--- src/hw/rtl/code128b_check_framer_core_macros.svh ---
// Assertion macros shared by the code128b check framer RTL.
// Standalone header; the files that assert include it.
`ifndef CODE128B_CHECK_FRAMER_CORE_MACROS_SVH
`define CODE128B_CHECK_FRAMER_CORE_MACROS_SVH

`ifndef SYNTH
// prop must hold at every clock edge outside reset
`define C128B_ASSERT(lbl, clk, rst_n, prop, msg) \
    lbl: assert property (@(posedge clk) disable iff (!rst_n) (prop)) else $error(msg);
// cond must never be true outside reset
`define C128B_NEVER(lbl, clk, rst_n, cond, msg) \
    lbl: assert property (@(posedge clk) disable iff (!rst_n) !(cond)) else $error(msg);
`else
`define C128B_ASSERT(lbl, clk, rst_n, prop, msg)
`define C128B_NEVER(lbl, clk, rst_n, cond, msg)
`endif

`endif

--- src/hw/rtl/c128b_pkg.sv ---
// Shared constants and the burst record type for the code128b check framer.
// No dependencies.
package c128b_pkg;

    localparam logic [7:0] START_SYMBOL = 8'd209;
    localparam logic [7:0] STOP_SYMBOL  = 8'd211;
    localparam logic [6:0] START_CODE   = 7'd104;
    localparam logic [6:0] START_WEIGHT = 7'd1;
    localparam logic [6:0] CHECK_MOD    = 7'd103;
    localparam logic [6:0] FONT_SPLIT   = 7'd95;
    localparam logic [7:0] LOW_OFFSET   = 8'd32;
    localparam logic [7:0] HIGH_OFFSET  = 8'd105;

    // One accepted character and everything needed to emit its symbols.
    typedef struct packed {
        logic       has_start;  // first character of a message
        logic [6:0] char_in;
        logic       is_last;
        logic [7:0] check_sym;  // valid when is_last
    } t_rec;

endpackage

--- src/hw/rtl/c128b_check_unit.sv ---
// Check value accumulator and burst record register.
// Depends on c128b_pkg and the assertion macro header.
`include "code128b_check_framer_core_macros.svh"

module c128b_check_unit (
    input  logic              i_clk,
    input  logic              i_rst_n,
    input  logic              i_valid,
    output logic              o_ready,
    input  logic [6:0]        i_char_in,
    input  logic              i_is_last,
    output logic              o_rec_valid,
    output c128b_pkg::t_rec   o_rec,
    input  logic              i_rec_pop
);

    localparam int unsigned FOLD = 128 % 103;  // 2^7 mod 103
    localparam logic [6:0] WEIGHT_WRAP = c128b_pkg::CHECK_MOD - 7'd1;

    logic            r_rec_valid;
    c128b_pkg::t_rec r_rec;
    logic [6:0]      r_sum;
    logic [6:0]      r_weight;
    logic            r_in_msg;

    logic            acc;
    logic [6:0]      code_val;
    logic [13:0]     prod;
    logic [11:0]     fold1;
    logic [9:0]      fold2;
    logic [9:0]      with_sum;
    logic [7:0]      fold3;
    logic [6:0]      n_sum;
    logic [6:0]      n_weight;
    logic [7:0]      n_check_sym;

    assign o_ready = !r_rec_valid || i_rec_pop;
    assign acc     = i_valid && o_ready;

    // code value, characters below 32 wrap modulo 103
    assign code_val = (i_char_in >= 7'd32) ? (i_char_in - 7'd32) : (i_char_in + 7'd71);

    // weighted term, then fold by 128 == 25 (mod 103) until small
    always_comb begin
        prod     = 14'(code_val) * 14'(r_weight);
        fold1    = 12'(prod[13:7]) * 12'(FOLD) + 12'(prod[6:0]);
        fold2    = 10'(fold1[11:7]) * 10'(FOLD) + 10'(fold1[6:0]);
        with_sum = fold2 + 10'(r_sum);
        fold3    = 8'(with_sum[9:7]) * 8'(FOLD) + 8'(with_sum[6:0]);
        if (fold3 >= 8'(2 * c128b_pkg::CHECK_MOD)) begin
            n_sum = 7'(fold3 - 8'(2 * c128b_pkg::CHECK_MOD));
        end else if (fold3 >= 8'(c128b_pkg::CHECK_MOD)) begin
            n_sum = 7'(fold3 - 8'(c128b_pkg::CHECK_MOD));
        end else begin
            n_sum = 7'(fold3);
        end
        n_weight = (r_weight == WEIGHT_WRAP) ? 7'd0 : (r_weight + 7'd1);
        if (n_sum < c128b_pkg::FONT_SPLIT) begin
            n_check_sym = 8'(n_sum) + c128b_pkg::LOW_OFFSET;
        end else begin
            n_check_sym = 8'(n_sum) + c128b_pkg::HIGH_OFFSET;
        end
    end

    always_ff @(posedge i_clk) begin
        if (!i_rst_n) begin
            r_rec_valid <= 1'b0;
            r_sum       <= c128b_pkg::START_CODE;
            r_weight    <= c128b_pkg::START_WEIGHT;
            r_in_msg    <= 1'b0;
        end else if (acc) begin
            r_rec_valid <= 1'b1;
            if (i_is_last) begin
                r_sum    <= c128b_pkg::START_CODE;
                r_weight <= c128b_pkg::START_WEIGHT;
                r_in_msg <= 1'b0;
            end else begin
                r_sum    <= n_sum;
                r_weight <= n_weight;
                r_in_msg <= 1'b1;
            end
        end else if (i_rec_pop) begin
            r_rec_valid <= 1'b0;
        end
    end

    always_ff @(posedge i_clk) begin
        if (acc) begin
            r_rec.has_start <= !r_in_msg;
            r_rec.char_in   <= i_char_in;
            r_rec.is_last   <= i_is_last;
            r_rec.check_sym <= n_check_sym;
        end
    end

    assign o_rec_valid = r_rec_valid;
    assign o_rec       = r_rec;

    `C128B_ASSERT(a_end_resets_state, i_clk, i_rst_n, (acc && i_is_last) |=> (r_sum == c128b_pkg::START_CODE && r_weight == c128b_pkg::START_WEIGHT && !r_in_msg), "state not cleared after last character")
    `C128B_ASSERT(a_start_on_first, i_clk, i_rst_n, acc |=> (r_rec.has_start == !$past(r_in_msg)), "start flag does not follow message state")
    `C128B_ASSERT(a_weight_steps, i_clk, i_rst_n, (acc && !i_is_last && r_weight != WEIGHT_WRAP) |=> (r_weight == $past(r_weight) + 7'd1), "position weight did not advance")

endmodule

--- src/hw/rtl/c128b_serializer.sv ---
// Walks a burst record symbol by symbol into the output register.
// Depends on c128b_pkg and the assertion macro header.
`include "code128b_check_framer_core_macros.svh"

module c128b_serializer (
    input  logic              i_clk,
    input  logic              i_rst_n,
    input  logic              i_rec_valid,
    input  c128b_pkg::t_rec   i_rec,
    output logic              o_rec_pop,
    output logic              o_valid,
    input  logic              i_ready,
    output logic [7:0]        o_symbol,
    output logic              o_last_of_run
);

    typedef enum logic [1:0] {
        PH_START,
        PH_DATA,
        PH_CHECK,
        PH_STOP
    } t_phase;

    t_phase     r_phase;
    logic       r_out_valid;
    logic [7:0] r_symbol;
    logic       r_last_of_run;

    t_phase     eff_phase;
    t_phase     n_phase;
    logic [7:0] cur_sym;
    logic       cur_last;
    logic       cur_final;
    logic       move;

    always_comb begin
        eff_phase = (r_phase == PH_START && !i_rec.has_start) ? PH_DATA : r_phase;
        case (eff_phase)
            PH_START: begin
                cur_sym   = c128b_pkg::START_SYMBOL;
                cur_last  = 1'b0;
                cur_final = 1'b0;
                n_phase   = PH_DATA;
            end
            PH_DATA: begin
                cur_sym   = {1'b0, i_rec.char_in};
                cur_last  = !i_rec.is_last;
                cur_final = !i_rec.is_last;
                n_phase   = i_rec.is_last ? PH_CHECK : PH_START;
            end
            PH_CHECK: begin
                cur_sym   = i_rec.check_sym;
                cur_last  = 1'b0;
                cur_final = 1'b0;
                n_phase   = PH_STOP;
            end
            PH_STOP: begin
                cur_sym   = c128b_pkg::STOP_SYMBOL;
                cur_last  = 1'b1;
                cur_final = 1'b1;
                n_phase   = PH_START;
            end
            default: begin
                cur_sym   = c128b_pkg::START_SYMBOL;
                cur_last  = 1'b0;
                cur_final = 1'b0;
                n_phase   = PH_DATA;
            end
        endcase
    end

    assign move      = i_rec_valid && (!r_out_valid || i_ready);
    assign o_rec_pop = move && cur_final;

    always_ff @(posedge i_clk) begin
        if (!i_rst_n) begin
            r_phase     <= PH_START;
            r_out_valid <= 1'b0;
        end else if (move) begin
            r_phase       <= n_phase;
            r_out_valid   <= 1'b1;
            r_symbol      <= cur_sym;
            r_last_of_run <= cur_last;
        end else if (i_ready) begin
            r_out_valid <= 1'b0;
        end
    end

    assign o_valid       = r_out_valid;
    assign o_symbol      = r_symbol;
    assign o_last_of_run = r_last_of_run;

    `C128B_ASSERT(a_pop_restarts, i_clk, i_rst_n, o_rec_pop |=> (r_phase == PH_START), "phase not rewound after record done")
    `C128B_ASSERT(a_check_then_stop, i_clk, i_rst_n, (move && eff_phase == PH_CHECK) |=> (r_phase == PH_STOP && o_valid), "stop does not follow check")
    `C128B_NEVER(a_pop_needs_rec, i_clk, i_rst_n, o_rec_pop && !i_rec_valid, "pop without a record")

endmodule

--- src/hw/rtl/code128b_check_framer_core.sv ---
// Top level of the Code 128 set B check framer.
// Depends on c128b_pkg, c128b_check_unit and c128b_serializer.
// Use:
//   Input channel (i_valid / o_ready) carries one set B character per
//   transfer, i_is_last marking the final character of a message.
//   Output channel (o_valid / i_ready) carries font symbols: start 209 before
//   the first character, each character unchanged, and after the last one
//   the check symbol and stop 211. o_last_of_run flags the final symbol
//   caused by an input transfer.
// Path: an input is registered in the record stage, then its first symbol
//   is registered in the output register and shows on o_valid.
// Throughput: one symbol per cycle on the output while i_ready is high; the
//   single output port limits input. Mid-message characters give one symbol
//   each; a first character two, a last three, a one-character message four.
// The check accumulation (7x7 multiply and fold modulo 103) completes in the
//   cycle of the input transfer, so it never throttles input.
// Reset (synchronous, active low) empties both stages and returns the check
//   sum to 104 and the position weight to 1.
// When the receiver stalls, the output register holds its symbol; if the
//   record stage is empty it takes one more input, then o_ready drops.

module code128b_check_framer_core (
    input  logic       i_clk,
    input  logic       i_rst_n,
    // input channel
    input  logic       i_valid,
    output logic       o_ready,
    input  logic [6:0] i_char_in,
    input  logic       i_is_last,
    // output channel
    output logic       o_valid,
    input  logic       i_ready,
    output logic [7:0] o_symbol,
    output logic       o_last_of_run
);

    logic            rec_valid;
    c128b_pkg::t_rec rec;
    logic            rec_pop;

    // Stage 1: check accumulation, one record per accepted character
    c128b_check_unit u_check (
        .i_clk       (i_clk),
        .i_rst_n     (i_rst_n),
        .i_valid     (i_valid),
        .o_ready     (o_ready),
        .i_char_in   (i_char_in),
        .i_is_last   (i_is_last),
        .o_rec_valid (rec_valid),
        .o_rec       (rec),
        .i_rec_pop   (rec_pop)
    );

    // Stage 2: one to four symbols per record into the output register
    c128b_serializer u_ser (
        .i_clk         (i_clk),
        .i_rst_n       (i_rst_n),
        .i_rec_valid   (rec_valid),
        .i_rec         (rec),
        .o_rec_pop     (rec_pop),
        .o_valid       (o_valid),
        .i_ready       (i_ready),
        .o_symbol      (o_symbol),
        .o_last_of_run (o_last_of_run)
    );

endmodule
--- config.mk ---
export PLATFORM = sky130hd
export DESIGN_NAME = code128b_check_framer_core
export DESIGN_NICKNAME = d
export VERILOG_FILES = /design/src/hw/rtl/c128b_pkg.sv /design/src/hw/rtl/c128b_check_unit.sv /design/src/hw/rtl/c128b_serializer.sv /design/src/hw/rtl/code128b_check_framer_core.sv
export VERILOG_INCLUDE_DIRS = /design/src /design/src/hw/rtl
export SDC_FILE = /design/constraint.sdc
export NUM_CORES = 1
export LEC_CHECK = 0
export BUFFER_PORTS_ARGS = -buffer_cell sky130_fd_sc_hd__buf_2
export CORE_MARGIN = 2
export CORE_UTILIZATION = 65
export CTS_CLUSTER_DIAMETER = 80
export DETAILED_ROUTE_END_ITERATION = 8
export PLACE_DENSITY_LB_ADDON = 0.08
export SETUP_SLACK_MARGIN = 0.1
export SLEW_MARGIN = 10
export SYNTH_ARGS = -nofsm -noshare
export SYNTH_HDL_FRONTEND = slang
export SYNTH_HIERARCHICAL = 1
export SYNTH_SLANG_ARGS = --single-unit
--- constraint.sdc ---
create_clock -name i_clk -period 33.8 [get_ports i_clk]
set_clock_uncertainty 0.05 [all_clocks]
set_input_delay 6.76 -clock i_clk [delete_from_list [all_inputs] [get_ports i_clk]]
set_output_delay 6.76 -clock i_clk [all_outputs]
set_load 0.03 [all_outputs]
==> Word-level counts from Yosys, hierarchy flattened <==
Index checks and enable logic that the tools add are counted.
{ "word_totals": {"ff_bits": 45, "input_bits": 12, "output_inout_bits": 11, "wordCells": 69} }
{ "op_classes": {"addsub": 11, "mul": 4, "n_lt_le_gt_ge": 4, "eq_ne": 4, "mux": 17, "n_reduce_logical": 17} }
{ "op_table": {"columns": ["cell", "n"], "rows": [
  ["7-bit 2-to-1 mux", 6],
  ["8-bit case mux with 4 select lines", 1],
  ["10-bit by 7-bit adder with 10-bit output", 2],
  ["7-bit by 7-bit multiplier with 14-bit output", 1],
  ["7-bit subtractor, second input constant", 2],
  ["12-bit by 7-bit adder with 12-bit output", 1],
  ["7-bit by 5-bit multiplier with 12-bit output, second input constant", 1],
  ["5-bit by 5-bit multiplier with 10-bit output, second input constant", 1],
  ["7-bit by 6-bit adder with 8-bit output, second input constant", 1],
  ["7-bit by 7-bit adder with 8-bit output, second input constant", 1],
  ["8-bit by 7-bit adder with 8-bit output", 1],
  ["8-bit by 7-bit >= comparator with 1-bit output, second input constant", 1],
  ["8-bit >= comparator, second input constant", 1],
  ["3-bit by 5-bit multiplier with 8-bit output, second input constant", 1],
  ["8-bit 2-to-1 mux", 1],
  ["2-bit case mux with 4 select lines", 1],
  ["7-bit by 1-bit adder with 7-bit output, second input constant", 1],
  ["7-bit adder, second input constant", 1],
  ["7-bit == test, second input constant", 1],
  ["7-bit by 6-bit >= comparator with 1-bit output, second input constant", 1],
  ["7-bit less-than comparator, second input constant", 1],
  ["7-bit by 6-bit subtractor with 7-bit output, second input constant", 1],
  ["1-bit logical NOT", 5],
  ["1-bit 2-to-1 mux", 5],
  ["10 further kinds", 18]
]} }

==> Depth between registers and ports, before layout <==
Gate-level depths: netlist (run 1).
{ "logic_depth": {"ltp_word": 15, "depth_mapped": 66, "mapped_depth_nobuf": 65} }

==> Cells and area by module <==
The synthesis (run 1) kept the hierarchy.
{ "by_module_without_submodules": {"columns": ["module", "instances", "cells_per_inst", "area_each_um2", "seq_area_each_um2"], "rows": [
  ["c128b_check_unit", 1, 644, 5839.4, 830.8],
  ["c128b_serializer", 1, 42, 553.0, 330.3]
]} }

==> Worst setup path before layout (run 1) <==
OpenSTA, ideal clock, no wires.
{ "synth_timing": {"kind": "input to register", "from": "in i_char_in[5]", "to": "reg u_check.r_rec (netlist bit u_check/o_rec[6]) (data pin)", "setup_time_ns": 0.259, "arrival_time_ns": 20.837, "required_ns": 33.491, "setup_slack_ns": 12.654, "cell_stages": 62, "path_buffers": 1, "cell_sequence": "inv_1 -> ha_1 -> clkbuf_1 -> o31ai_1 -> xor2_1 -> nor2b_1 -> fa_1 -> inv_1 -> fa_1 -> inv_1 -> fa_1 -> inv_1 -> fa_1 -> inv_1 -> ha_1 -> a21boi_0 -> o21ai_0 -> a21oi_1 -> (+26 left out) -> a21boi_0 -> o21a_1 -> o21ai_0 -> nand2_1 -> ha_1 -> inv_1 -> fa_1 -> inv_1 -> ha_1 -> nor4_1 -> a211o_1 -> a2111oi_0 -> a311o_1 -> nand2_1 -> ha_1 -> o221ai_1 -> or3_1 -> a211o_1"} }
{ "synth_between": {"elab_chain_cells": 15, "word_cells_on_any_way": 22, "classes_between": "add/sub (10); mul (4); order compare (4); mux (4)"} }
{ "synth_lines": {"columns": ["element", "line", "rtl"], "rows": [
  ["start: declaration", "code128b_check_framer_core.sv:28", "input logic [6:0] i_char_in,"],
  ["7-bit adder (tied with other cells)", "c128b_check_unit.sv:41", "assign code_val = (i_char_in >= 7'd32) ? (i_char_in - 7'd32) : (i_char_in + 7'd71);"],
  ["7-bit 2-to-1 mux *", "c128b_check_unit.sv:41", null],
  ["7-bit by 7-bit multiplier with 14-bit output *", "c128b_check_unit.sv:45", "prod = 14'(code_val) * 14'(r_weight);"],
  ["7-bit by 5-bit multiplier with 12-bit output", "c128b_check_unit.sv:46", "fold1 = 12'(prod[13:7]) * 12'(FOLD) + 12'(prod[6:0]);"],
  ["12-bit by 7-bit adder with 12-bit output *", "c128b_check_unit.sv:46", null],
  ["5-bit by 5-bit multiplier with 10-bit output", "c128b_check_unit.sv:47", "fold2 = 10'(fold1[11:7]) * 10'(FOLD) + 10'(fold1[6:0]);"],
  ["10-bit by 7-bit adder with 10-bit output *", "c128b_check_unit.sv:47", null],
  ["10-bit by 7-bit adder with 10-bit output *", "c128b_check_unit.sv:48", "with_sum = fold2 + 10'(r_sum);"],
  ["3-bit by 5-bit multiplier with 8-bit output", "c128b_check_unit.sv:49", "fold3 = 8'(with_sum[9:7]) * 8'(FOLD) + 8'(with_sum[6:0]);"],
  ["8-bit by 7-bit adder with 8-bit output *", "c128b_check_unit.sv:49", null],
  ["7-bit subtractor or 8-bit by 7-bit >= comparator with 1-bit output (tied branches)", "c128b_check_unit.sv:53, c128b_check_unit.sv:52", null],
  ["7-bit 2-to-1 mux", "c128b_check_unit.sv:52", "end else if (fold3 >= 8'(c128b_pkg::CHECK_MOD)) begin"],
  ["7-bit 2-to-1 mux *", "c128b_check_unit.sv:50", "if (fold3 >= 8'(2 * c128b_pkg::CHECK_MOD)) begin"],
  ["7-bit by 7-bit adder with 8-bit output (tied with other cells)", "c128b_check_unit.sv:61", "n_check_sym = 8'(n_sum) + c128b_pkg::HIGH_OFFSET;"],
  ["8-bit 2-to-1 mux *", "c128b_check_unit.sv:58", "if (n_sum < c128b_pkg::FONT_SPLIT) begin"],
  ["via u_check.n_check_sym[6]", "c128b_check_unit.sv:35", "logic [7:0] n_check_sym;"],
  ["end: declaration", "c128b_check_unit.sv:21", "c128b_pkg::t_rec r_rec;"]
]} }
Mark *: on every way through the listed nets, which the timed path passes. The rest lies on a longest branch.
A chain may end at the register's enable or synchronous reset.

==> Final worst setup path (run 1) <==
Ends and elaborated chain as after synthesis.

==> qor.yml, run 1 <==
outcome:
  status: "finished, final reports clean"
logic_synthesis:
  synth_top_area_frac: 0.233
  synth_area_sq_um: 6390
  synth_enable_flop_cells: 26
  synth_top_family_by_area: "adder cells"
  synthFlopType: "edfxtp_1"
  synth-xor-area-share: 0.0560
  synth_area_per_cell_sq_um: 9.32
  synth_fa_ha_area_frac: 0.368
  ys_ff_latch: 45
  yosysUniqueCellTypes: 77
  ys_warn_count: 6
  synth-compound-area-share: 0.164
  yosysTopAreaCell: "ha_1"
  synth_seq_area_share: 0.182
  synthArstFlopShare: 0
  synth_nets: 860
  synth_cells: 686
  synth_area_leaders: "ha_1, fa_1, edfxtp_1, inv_1, dfxtp_1"
  muxShareOfSynthArea: 0.00176
  synth_simple_gate_area_frac: 0.159
clocking:
  cts_buffer_depth: 2
  hold_buffers: 0
  clk_pin_slew_ns: 0.08
  cts-root-buf: "clkbuf_8"
  cts_resized: 0
  cts_buffers: 5
  cts_sinks: 45
  htree_num_levels: 2
  cts_tree: "built"
  postCtsSetupBuffers: 0
  clock_latency_ns: 0.29
drt:
  drtIter0Drc: 110
  viasPerCell: 5.80
  drc: 0
  drtPass1Iterations: 4
  wire_per_inst_microns: 15.0
  ant_nets: 0
  finalWirelength_microns: 12600
  vias: 4858
layout:
  final_cells: 838
  layout-area-overhead-vs-synth_pct: 4.68
  layout_common_cells: "ha_1, inv_1, fa_1"
  layout_commonest_cell: "ha_1"
  final_util: 0.694
  diodes: 0
  nNetsFinal: 879
  drive_gt1_frac: 0.0638
critical_path:
  critPathMaxFanout: 9
  cpMaxStageDelayCell: "nor4_1"
  cp-end-kind: "register"
  cp_common_cell: "inv_1"
  slowest_delay_ns: 0.73
  critPathLaunchType: "primary input"
  arrival_ns: 22.25
  cp.required_ns: 33.80
  path_class: "primary input to register"
sta:
  slew_headroom: 0.443
  worst_slew_pin_slew_ns: 0.828
  final.setup.tns_ns: 0
  fin_hold_ws_ns: 0.397
  fmax_mhz: 44.9
  finalMaxSlewViolations: 0
  min_period_ns: 22.25
  fin_crit_sh: 0.658
  finalSetupViolCount: 0
  hold_viol: 0
  rsz0062_at_grt: "no"
global_route:
  grt_usage: 0.248
  grt_max_degree: 24
  grt_pass1_vias: 4591
  grt_pass1_wl_microns: 21000
  grt_overflow: 0
  grt_antenna_before_repair: 0
floorplanning:
  chipHeight_microns: 103
  initial_utilization: 0.663
  core_sq_um: 9640
  boundaryPins: 23
  dieWidth_microns: 103
  dieArea_sq_um: 10600
  row_count: 36
place:
  dp_hpwl_microns: 10600
  gp_congestion: 0.887
  portBuffers: 22
  dp_cells: 831
hold_path:
  hold_path.class: "register to register"
flow_run:
  maxCapViolCount: 0
## Yosys cell counts, types with 3 or more instances
master / n
nor3_1: 6
nand3_1: 11
or3_1: 3
o311ai_0: 3
and2_1: 29
xnor2_1: 25
clkbuf_1: 7
o211ai_1: 6
nor2_1: 31
nand2_1: 30
ha_1: 119
edfxtp_1: 26
fa_1: 43
a311oi_1: 3
xor2_1: 14
o32a_1: 3
nor2b_1: 24
nor4_1: 3
a211o_1: 5
a31oi_1: 4
o21a_1: 5
a32o_1: 3
inv_1: 106
nand2b_1: 12
and3_1: 10
a21oi_1: 25
dfxtp_1: 19
nor3b_1: 3
a21boi_0: 7
o21ai_0: 29
a21o_1: 4
nand4_1: 7
o21bai_1: 6
## worst max-delay path, delay by kind of cell
kind / cells / cell delay (ns)
and+or+nand+nor: 6 / 1.62
AOI/OAI and AO/OA: 23 / 5.00
xor gates and xnor gates: 1 / 0.45
buffers and inverters: 13 / 0.81
adders and majority gates: 19 / 7.55
## state kept, by name, summed over array words and instances (netlist names), 2 cells and up
name / cells
u_check/r_sum: 7
u_ser/o_symbol: 8
u_ser/r_phase: 2
u_check/o_rec: 17
u_check/r_weight: 7
## per-stage QoR
stage | worst slack (ns) | instance area [sq um]
floorplan | 12.65 | 6390
global route | 10.62 | 6690
CTS | 11.56 | 6690
global placement | 11.90 | 6620
finish | 11.55 | 6690
detailed placement | 11.32 | 6620
## path summary, 6_finish.rpt
kind                                      end  slack, ns                              from  cells after the start
setup / recovery   u_check/o_rec[6]$_DFFE_PP_      11.55                      i_char_in[5]                     62
hold / removal    u_check/o_rec[16]$_DFFE_PP_       0.40     u_check/r_in_msg$_SDFFE_PN0P_                      1
setup reg to reg   u_check/o_rec[6]$_DFFE_PP_      18.63  u_check/r_weight[4]$_SDFFE_PN0P_                     56
hold reg to reg   u_check/o_rec[16]$_DFFE_PP_       0.40     u_check/r_in_msg$_SDFFE_PN0P_                      1
## layer usage
layer,part of all wire,track usage,wire (microns)
met1,0.46,0.328,5760
met2,0.50,0.435,6230
met3,0.030,0.0302,377
met4,0.016,0.0587,198
met5,0,0,0
## logic make-up after synthesis
family	count (synthesis)
AOI/OAI and AO/OA	140
xor gates and xnor gates	40
adders and majority gates	162
buffers and inverters	116
DFF	45
muxes	1
and+or+nand+nor	182
## area by class of cell
type                       instances  area (sq um)
multi-input combinational        525          4780
fill                             818          2950
sequential                        45          1160
inverter                         106           398
tap                              133           166
timing repair buffer              22           110
clock buffer                       6          72.6
clock inverter                     1          3.75
Power of run 1 is not shown: default switching activity piles up to over one toggle a cycle in this logic, so the estimate is an artifact.
==> run 2: changes to the inputs <==
ABC_AREA = 1   (was not set)
clock period = 21.1 ns   (was 33.8 ns; I/O delays follow)
==> qor.yml, run 2 <==
layout:
  drive_gt1_frac: 0.0951
  layout_commonest_cell: "inv_1"
  largest_reg_flops: 17
  diodes: 0
  nNetsFinal: 962
  layout-area-overhead-vs-synth_pct: 5.08
  layout_common_cells: "inv_1, ha_1, nand2_1"
logic_synthesis:
  muxShareOfSynthArea: 0
  synth_area_sq_um: 6290
  yosysMostFrequentCell: "inv_1"
  synth_seq_area_share: 0.185
  synth_nets: 939
  yosys-top-cells-count: "inv_1, ha_1, nand2_1, nor2_1, fa_1"
  yosysUniqueCellTypes: 39
  ys_ff_latch: 45
  synth_simple_gate_area_frac: 0.189
  ys_warn_count: 6
  synthArstFlopShare: 0
  synth_enable_flop_cells: 26
  synth_fa_ha_area_frac: 0.374
  synth_area_leaders: "ha_1, fa_1, edfxtp_1, inv_1, nand2_1"
  synth-xor-area-share: 0.0732
  synth_cells: 765
  synth_area_per_cell_sq_um: 8.22
  synth_top_area_frac: 0.237
  synth-compound-area-share: 0.0736
  synth_top_family_by_area: "adder cells"
  yosysTopAreaCell: "ha_1"
  synthFlopType: "edfxtp_1"
global_route:
  grt_max_degree: 22
  grt_overflow: 0
  grt_usage: 0.249
  grt_pass1_vias: 4760
  grt_antenna_before_repair: 0
  grt_pass1_wl_microns: 21000
drt:
  viasPerCell: 5.21
  ant_nets: 0
  drc: 0
  wire_per_inst_microns: 13.2
  drtIter0Drc: 156
  vias: 4779
  finalWirelength_microns: 12200
  drtPass1Iterations: 4
sta:
  rsz0062_at_grt: "no"
  fin_crit_sh: 0.889
  min_period_ns: 18.75
  hold_viol: 0
  slew_headroom: 0.459
  final.setup.tns_ns: 0
  fmax_mhz: 53.3
  finalMaxSlewViolations: 0
  finalSetupViolCount: 0
  worst_slew_pin_slew_ns: 0.803
critical_path:
  arrival_ns: 18.74
  reg2reg_depth: 69
  r2r-start: "u_check/r_weight[5]$_SDFFE_PN0P_"
  cp_num_cells: 72
  cp-end-kind: "register"
  cp.required_ns: 21.09
  cp_common_cell: "inv_1"
  crit_family: "adder cells"
  critPathLaunchType: "primary input"
  critPathMaxFanout: 10
  critPathLaunch: "i_char_in[5]"
  slowest_delay_ns: 0.57
  path_class: "primary input to register"
  path_buf_inv: 17
  cpMaxStageDelayCell: "fa_1"
clocking:
  cts_tree: "built"
  hold_buffers: 0
  cts_buffer_depth: 2
  postCtsSetupBuffers: 0
  clock_latency_ns: 0.29
  clk_pin_slew_ns: 0.08
  cts_buffers: 5
  cts_resized: 0
  cts-root-buf: "clkbuf_8"
  cts_sinks: 45
  htree_num_levels: 2
floorplanning:
  initial_utilization: 0.674
  chipHeight_microns: 102
  core_sq_um: 9330
  boundaryPins: 23
  row_count: 35
  dieWidth_microns: 102
  dieArea_sq_um: 10500
place:
  gp_congestion: 0.907
  dp_hpwl_microns: 10400
  portBuffers: 22
flow_run:
  maxCapViolCount: 0
hold_path:
  hold_path.class: "register to register"
  holdPathStages: 1
  hp-start: "u_check/r_in_msg$_SDFFE_PN0P_"
outcome:
  status: "finished, final reports clean"
run 2: cell count changes after synthesis, moves of 8 or more:
| cell | previous run | this run |
|---|---|---|
| nand2b_1 | 12 | 0 |
| and3_1 | 10 | 0 |
| nand2_1 | 30 | 113 |
| nor2_1 | 31 | 69 |
| xnor2_1 | 25 | 17 |
| xor2_1 | 14 | 30 |
| and2_1 | 29 | 1 |
| o21ai_0 | 29 | 15 |
| nor2b_1 | 24 | 0 |
| inv_1 | 106 | 159 |
| nand2_2 | 0 | 10 |
| nand3_1 | 11 | 33 |
| a21oi_1 | 25 | 41 |
run 2: layer usage:
| layer | global-route usage | wire length, microns | share of wire |
|---|---|---|---|
| met1 | 0.332 | 5670 | 0.47 |
| met5 | 0 | 0 | 0 |
| met2 | 0.435 | 5860 | 0.48 |
| met4 | 0.0615 | 215 | 0.018 |
| met3 | 0.0301 | 417 | 0.034 |
run 2: through the flow:
stage          hold WS (ns)  instances  setup slack, ns  utilization  cell area (sq um)
2_1_floorplan         0.378        765             3.38            -               6290
3_3_place_gp          0.383        910             2.50        0.699               6520
3_5_place_dp          0.388        910             2.13        0.699               6520
4_1_cts               0.410        918             2.39        0.708               6610
5_1_grt               0.450        918             1.24        0.708               6610
6_report              0.408        918             2.35        0.708               6610
run 2: worst reg2reg max path, delay by kind of cell (launching register included):
kind                     cells  cell delay (ns)
AO/OA/AOI/OAI               17             2.97
AND/OR/NAND/NOR             15             1.69
flip-flops                   1             0.39
buffers and inverters       16             1.35
adder cells (fa/ha/maj)     18             7.45
XOR/XNOR                     3             0.57
run 2: area by class of cell:
cell class | count | area [sq um]
Clock buffer | 5 | 68.8
Clock inverter | 3 | 16.3
Fill cell | 780 | 2720
Inverter | 167 | 628
Multi-Input combinational cell | 547 | 4460
Sequential cell | 45 | 1160
Tap cell | 129 | 161
Timing Repair Buffer | 22 | 110
run 2: final timing paths:
| check | end | slack, ns |
|---|---|---|
| max reg2reg | u_check/o_rec[1]$_DFFE_PP_ | 6.42 |
| max | u_check/o_rec[1]$_DFFE_PP_ | 2.35 |
| min | u_check/o_rec[16]$_DFFE_PP_ | 0.41 |
| min reg2reg | u_check/o_rec[16]$_DFFE_PP_ | 0.41 |
run 2: logic make-up after synthesis:
kind of cell,Yosys count
and+or+nand+nor,254
buffers and inverters,173
adders and majority gates,162
AOI/OAI and AO/OA,81
xor gates and xnor gates,50
DFF,45
Power of run 2 is left out for the same reason.
==> run 3: changes to the inputs <==
CORE_MARGIN = not set   (was 2)
CTS_BUF_LIST = sky130_fd_sc_hd__clkbuf_8 sky130_fd_sc_hd__clkbuf_16   (was not set)
RECOVER_POWER = 25   (was not set)
==> qor.yml, run 3 (same netlist as run 2, synthesis figures left out) <==
global_route:
  grt_pass1_vias: 4634
  grt_max_degree: 22
  grt_usage: 0.261
  grt_antenna_before_repair: 0
  grtUsageMet3: 0.0244
  grt_pass1_wl_microns: 21100
  busiest_layer: "met2"
  use_met1: 0.354
  grtUsageMet2: 0.454
  grt_overflow: 0
critical_path:
  critPathMaxFanout: 13
  path_buf_inv: 19
  cpMaxStageDelayCell: "xnor2_1"
  crit_family: "adder cells"
  cp_common_cell: "inv_1"
  cp_num_cells: 77
  r2r-start: "u_check/r_weight[6]$_SDFFE_PN0P_"
  cp.required_ns: 21.09
  arrival_ns: 18.74
  r2r_setup_slack_ns: 6.50
  critPathLaunchType: "primary input"
  reg2reg_depth: 74
  cp-end-kind: "register"
  r2r_end: "u_check/o_rec[0]$_DFFE_PP_"
  path_class: "primary input to register"
  slowest_delay_ns: 0.56
drt:
  wire_per_inst_microns: 13.2
  drtPass1Iterations: 5
  drc: 0
  finalWirelength_microns: 12100
  vias: 4834
  viasPerCell: 5.27
  drtIter0Drc: 220
  ant_nets: 0
clocking:
  htree_num_levels: 2
  cts_resized: 0
  cts_tree: "built"
  clk_pin_slew_ns: 0.08
  clock_latency_ns: 0.29
  cts_sinks: 45
  cts-root-buf: "clkbuf_8"
  cts_buffer_depth: 2
  postCtsSetupBuffers: 0
  hold_buffers: 0
  cts_buffers: 5
sta:
  fmax_mhz: 53.3
  finalMaxSlewViolations: 0
  final.setup.tns_ns: 0
  finalSetupViolCount: 0
  slew_headroom: 0.460
  fin_hold_ws_ns: 0.408
  min_period_ns: 18.75
  hold_viol: 0
  fin_crit_sh: 0.889
  rsz0062_at_grt: "no"
  worst_slew_pin_slew_ns: 0.801
place:
  dp_hpwl_microns: 10400
  gp_congestion: 0.856
  portBuffers: 22
floorplanning:
  boundaryPins: 23
  dieArea_sq_um: 10100
  core_sq_um: 9280
  initial_utilization: 0.677
  dieWidth_microns: 100
  row_count: 35
  chipHeight_microns: 100
flow_run:
  maxCapViolCount: 0
hold_path:
  hp-start: "u_check/r_in_msg$_SDFFE_PN0P_"
  hold_end: "u_check/o_rec[16]$_DFFE_PP_"
  hold_path.class: "register to register"
  holdPathStages: 1
layout:
  layout_common_cells: "inv_1, ha_1, nand2_1"
  drive_gt1_frac: 0.0798
  nNetsFinal: 962
  diodes: 0
  final_util: 0.715
  layout-area-overhead-vs-synth_pct: 5.53
  n_fill_cell: 787
  largest_reg_flops: 17
  layout_commonest_cell: "inv_1"
outcome:
  status: "finished, final reports clean"
## run 3: stage by stage
| step | area [sq um] | std cells | worst slack [ns] |
|---|---|---|---|
| after floorplan | 6290 | 765 | 3.38 |
| after global placement | 6520 | 910 | 2.68 |
| after detailed placement | 6520 | 910 | 2.17 |
| after CTS | 6650 | 918 | 2.42 |
| after global routing | 6630 | 918 | 1.36 |
| final | 6630 | 918 | 2.35 |
## run 3: layout make-up
| class | instances | area, sq um | area share |
|---|---|---|---|
| timing repair buffer | 22 | 98.8 | 0.0149 |
| inverter | 167 | 628 | 0.0947 |
| tap | 129 | 161 | 0.0243 |
| sequential | 45 | 1160 | 0.175 |
| clock inverter | 1 | 8.76 | 0.00132 |
| multi-input combinational | 547 | 4460 | 0.672 |
| clock buffer | 7 | 119 | 0.0179 |
## run 3: worst reg2reg max path: cells and delay by family, from the launching register on
kind	cells	cell delay (ns)
fa+ha+maj	18	7.53
simple gates	19	1.86
flops	1	0.37
buf+inv	18	1.50
compound gates	16	2.44
xor+xnor	3	0.59
## run 3: metal layers
layer | vias to the layer above | share of wire
met5 | - | 0
met4 | 0 | 0.012
met3 | 19 | 0.034
met2 | 107 | 0.48
met1 | 2241 | 0.47
li1 | 2467 | -
## run 3: how the worst max path moves through the flow
| stage | startpoint | end | slack [ns] |
|---|---|---|---|
| 2_1_floorplan | i_char_in[5] | u_check/o_rec[4]$_DFFE_PP_ | 3.38 |
| 3_3_place_gp | i_char_in[5] | u_check/o_rec[0]$_DFFE_PP_ | 2.68 |
| 3_5_place_dp | i_char_in[5] | u_check/o_rec[4]$_DFFE_PP_ | 2.17 |
| 4_1_cts | i_char_in[5] | u_check/o_rec[0]$_DFFE_PP_ | 2.42 |
| 5_1_grt | i_char_in[5] | u_check/o_rec[0]$_DFFE_PP_ | 1.36 |
| 6_report | i_char_in[5] | u_check/o_rec[0]$_DFFE_PP_ | 2.35 |
Power of run 3 is left out for the same reason.
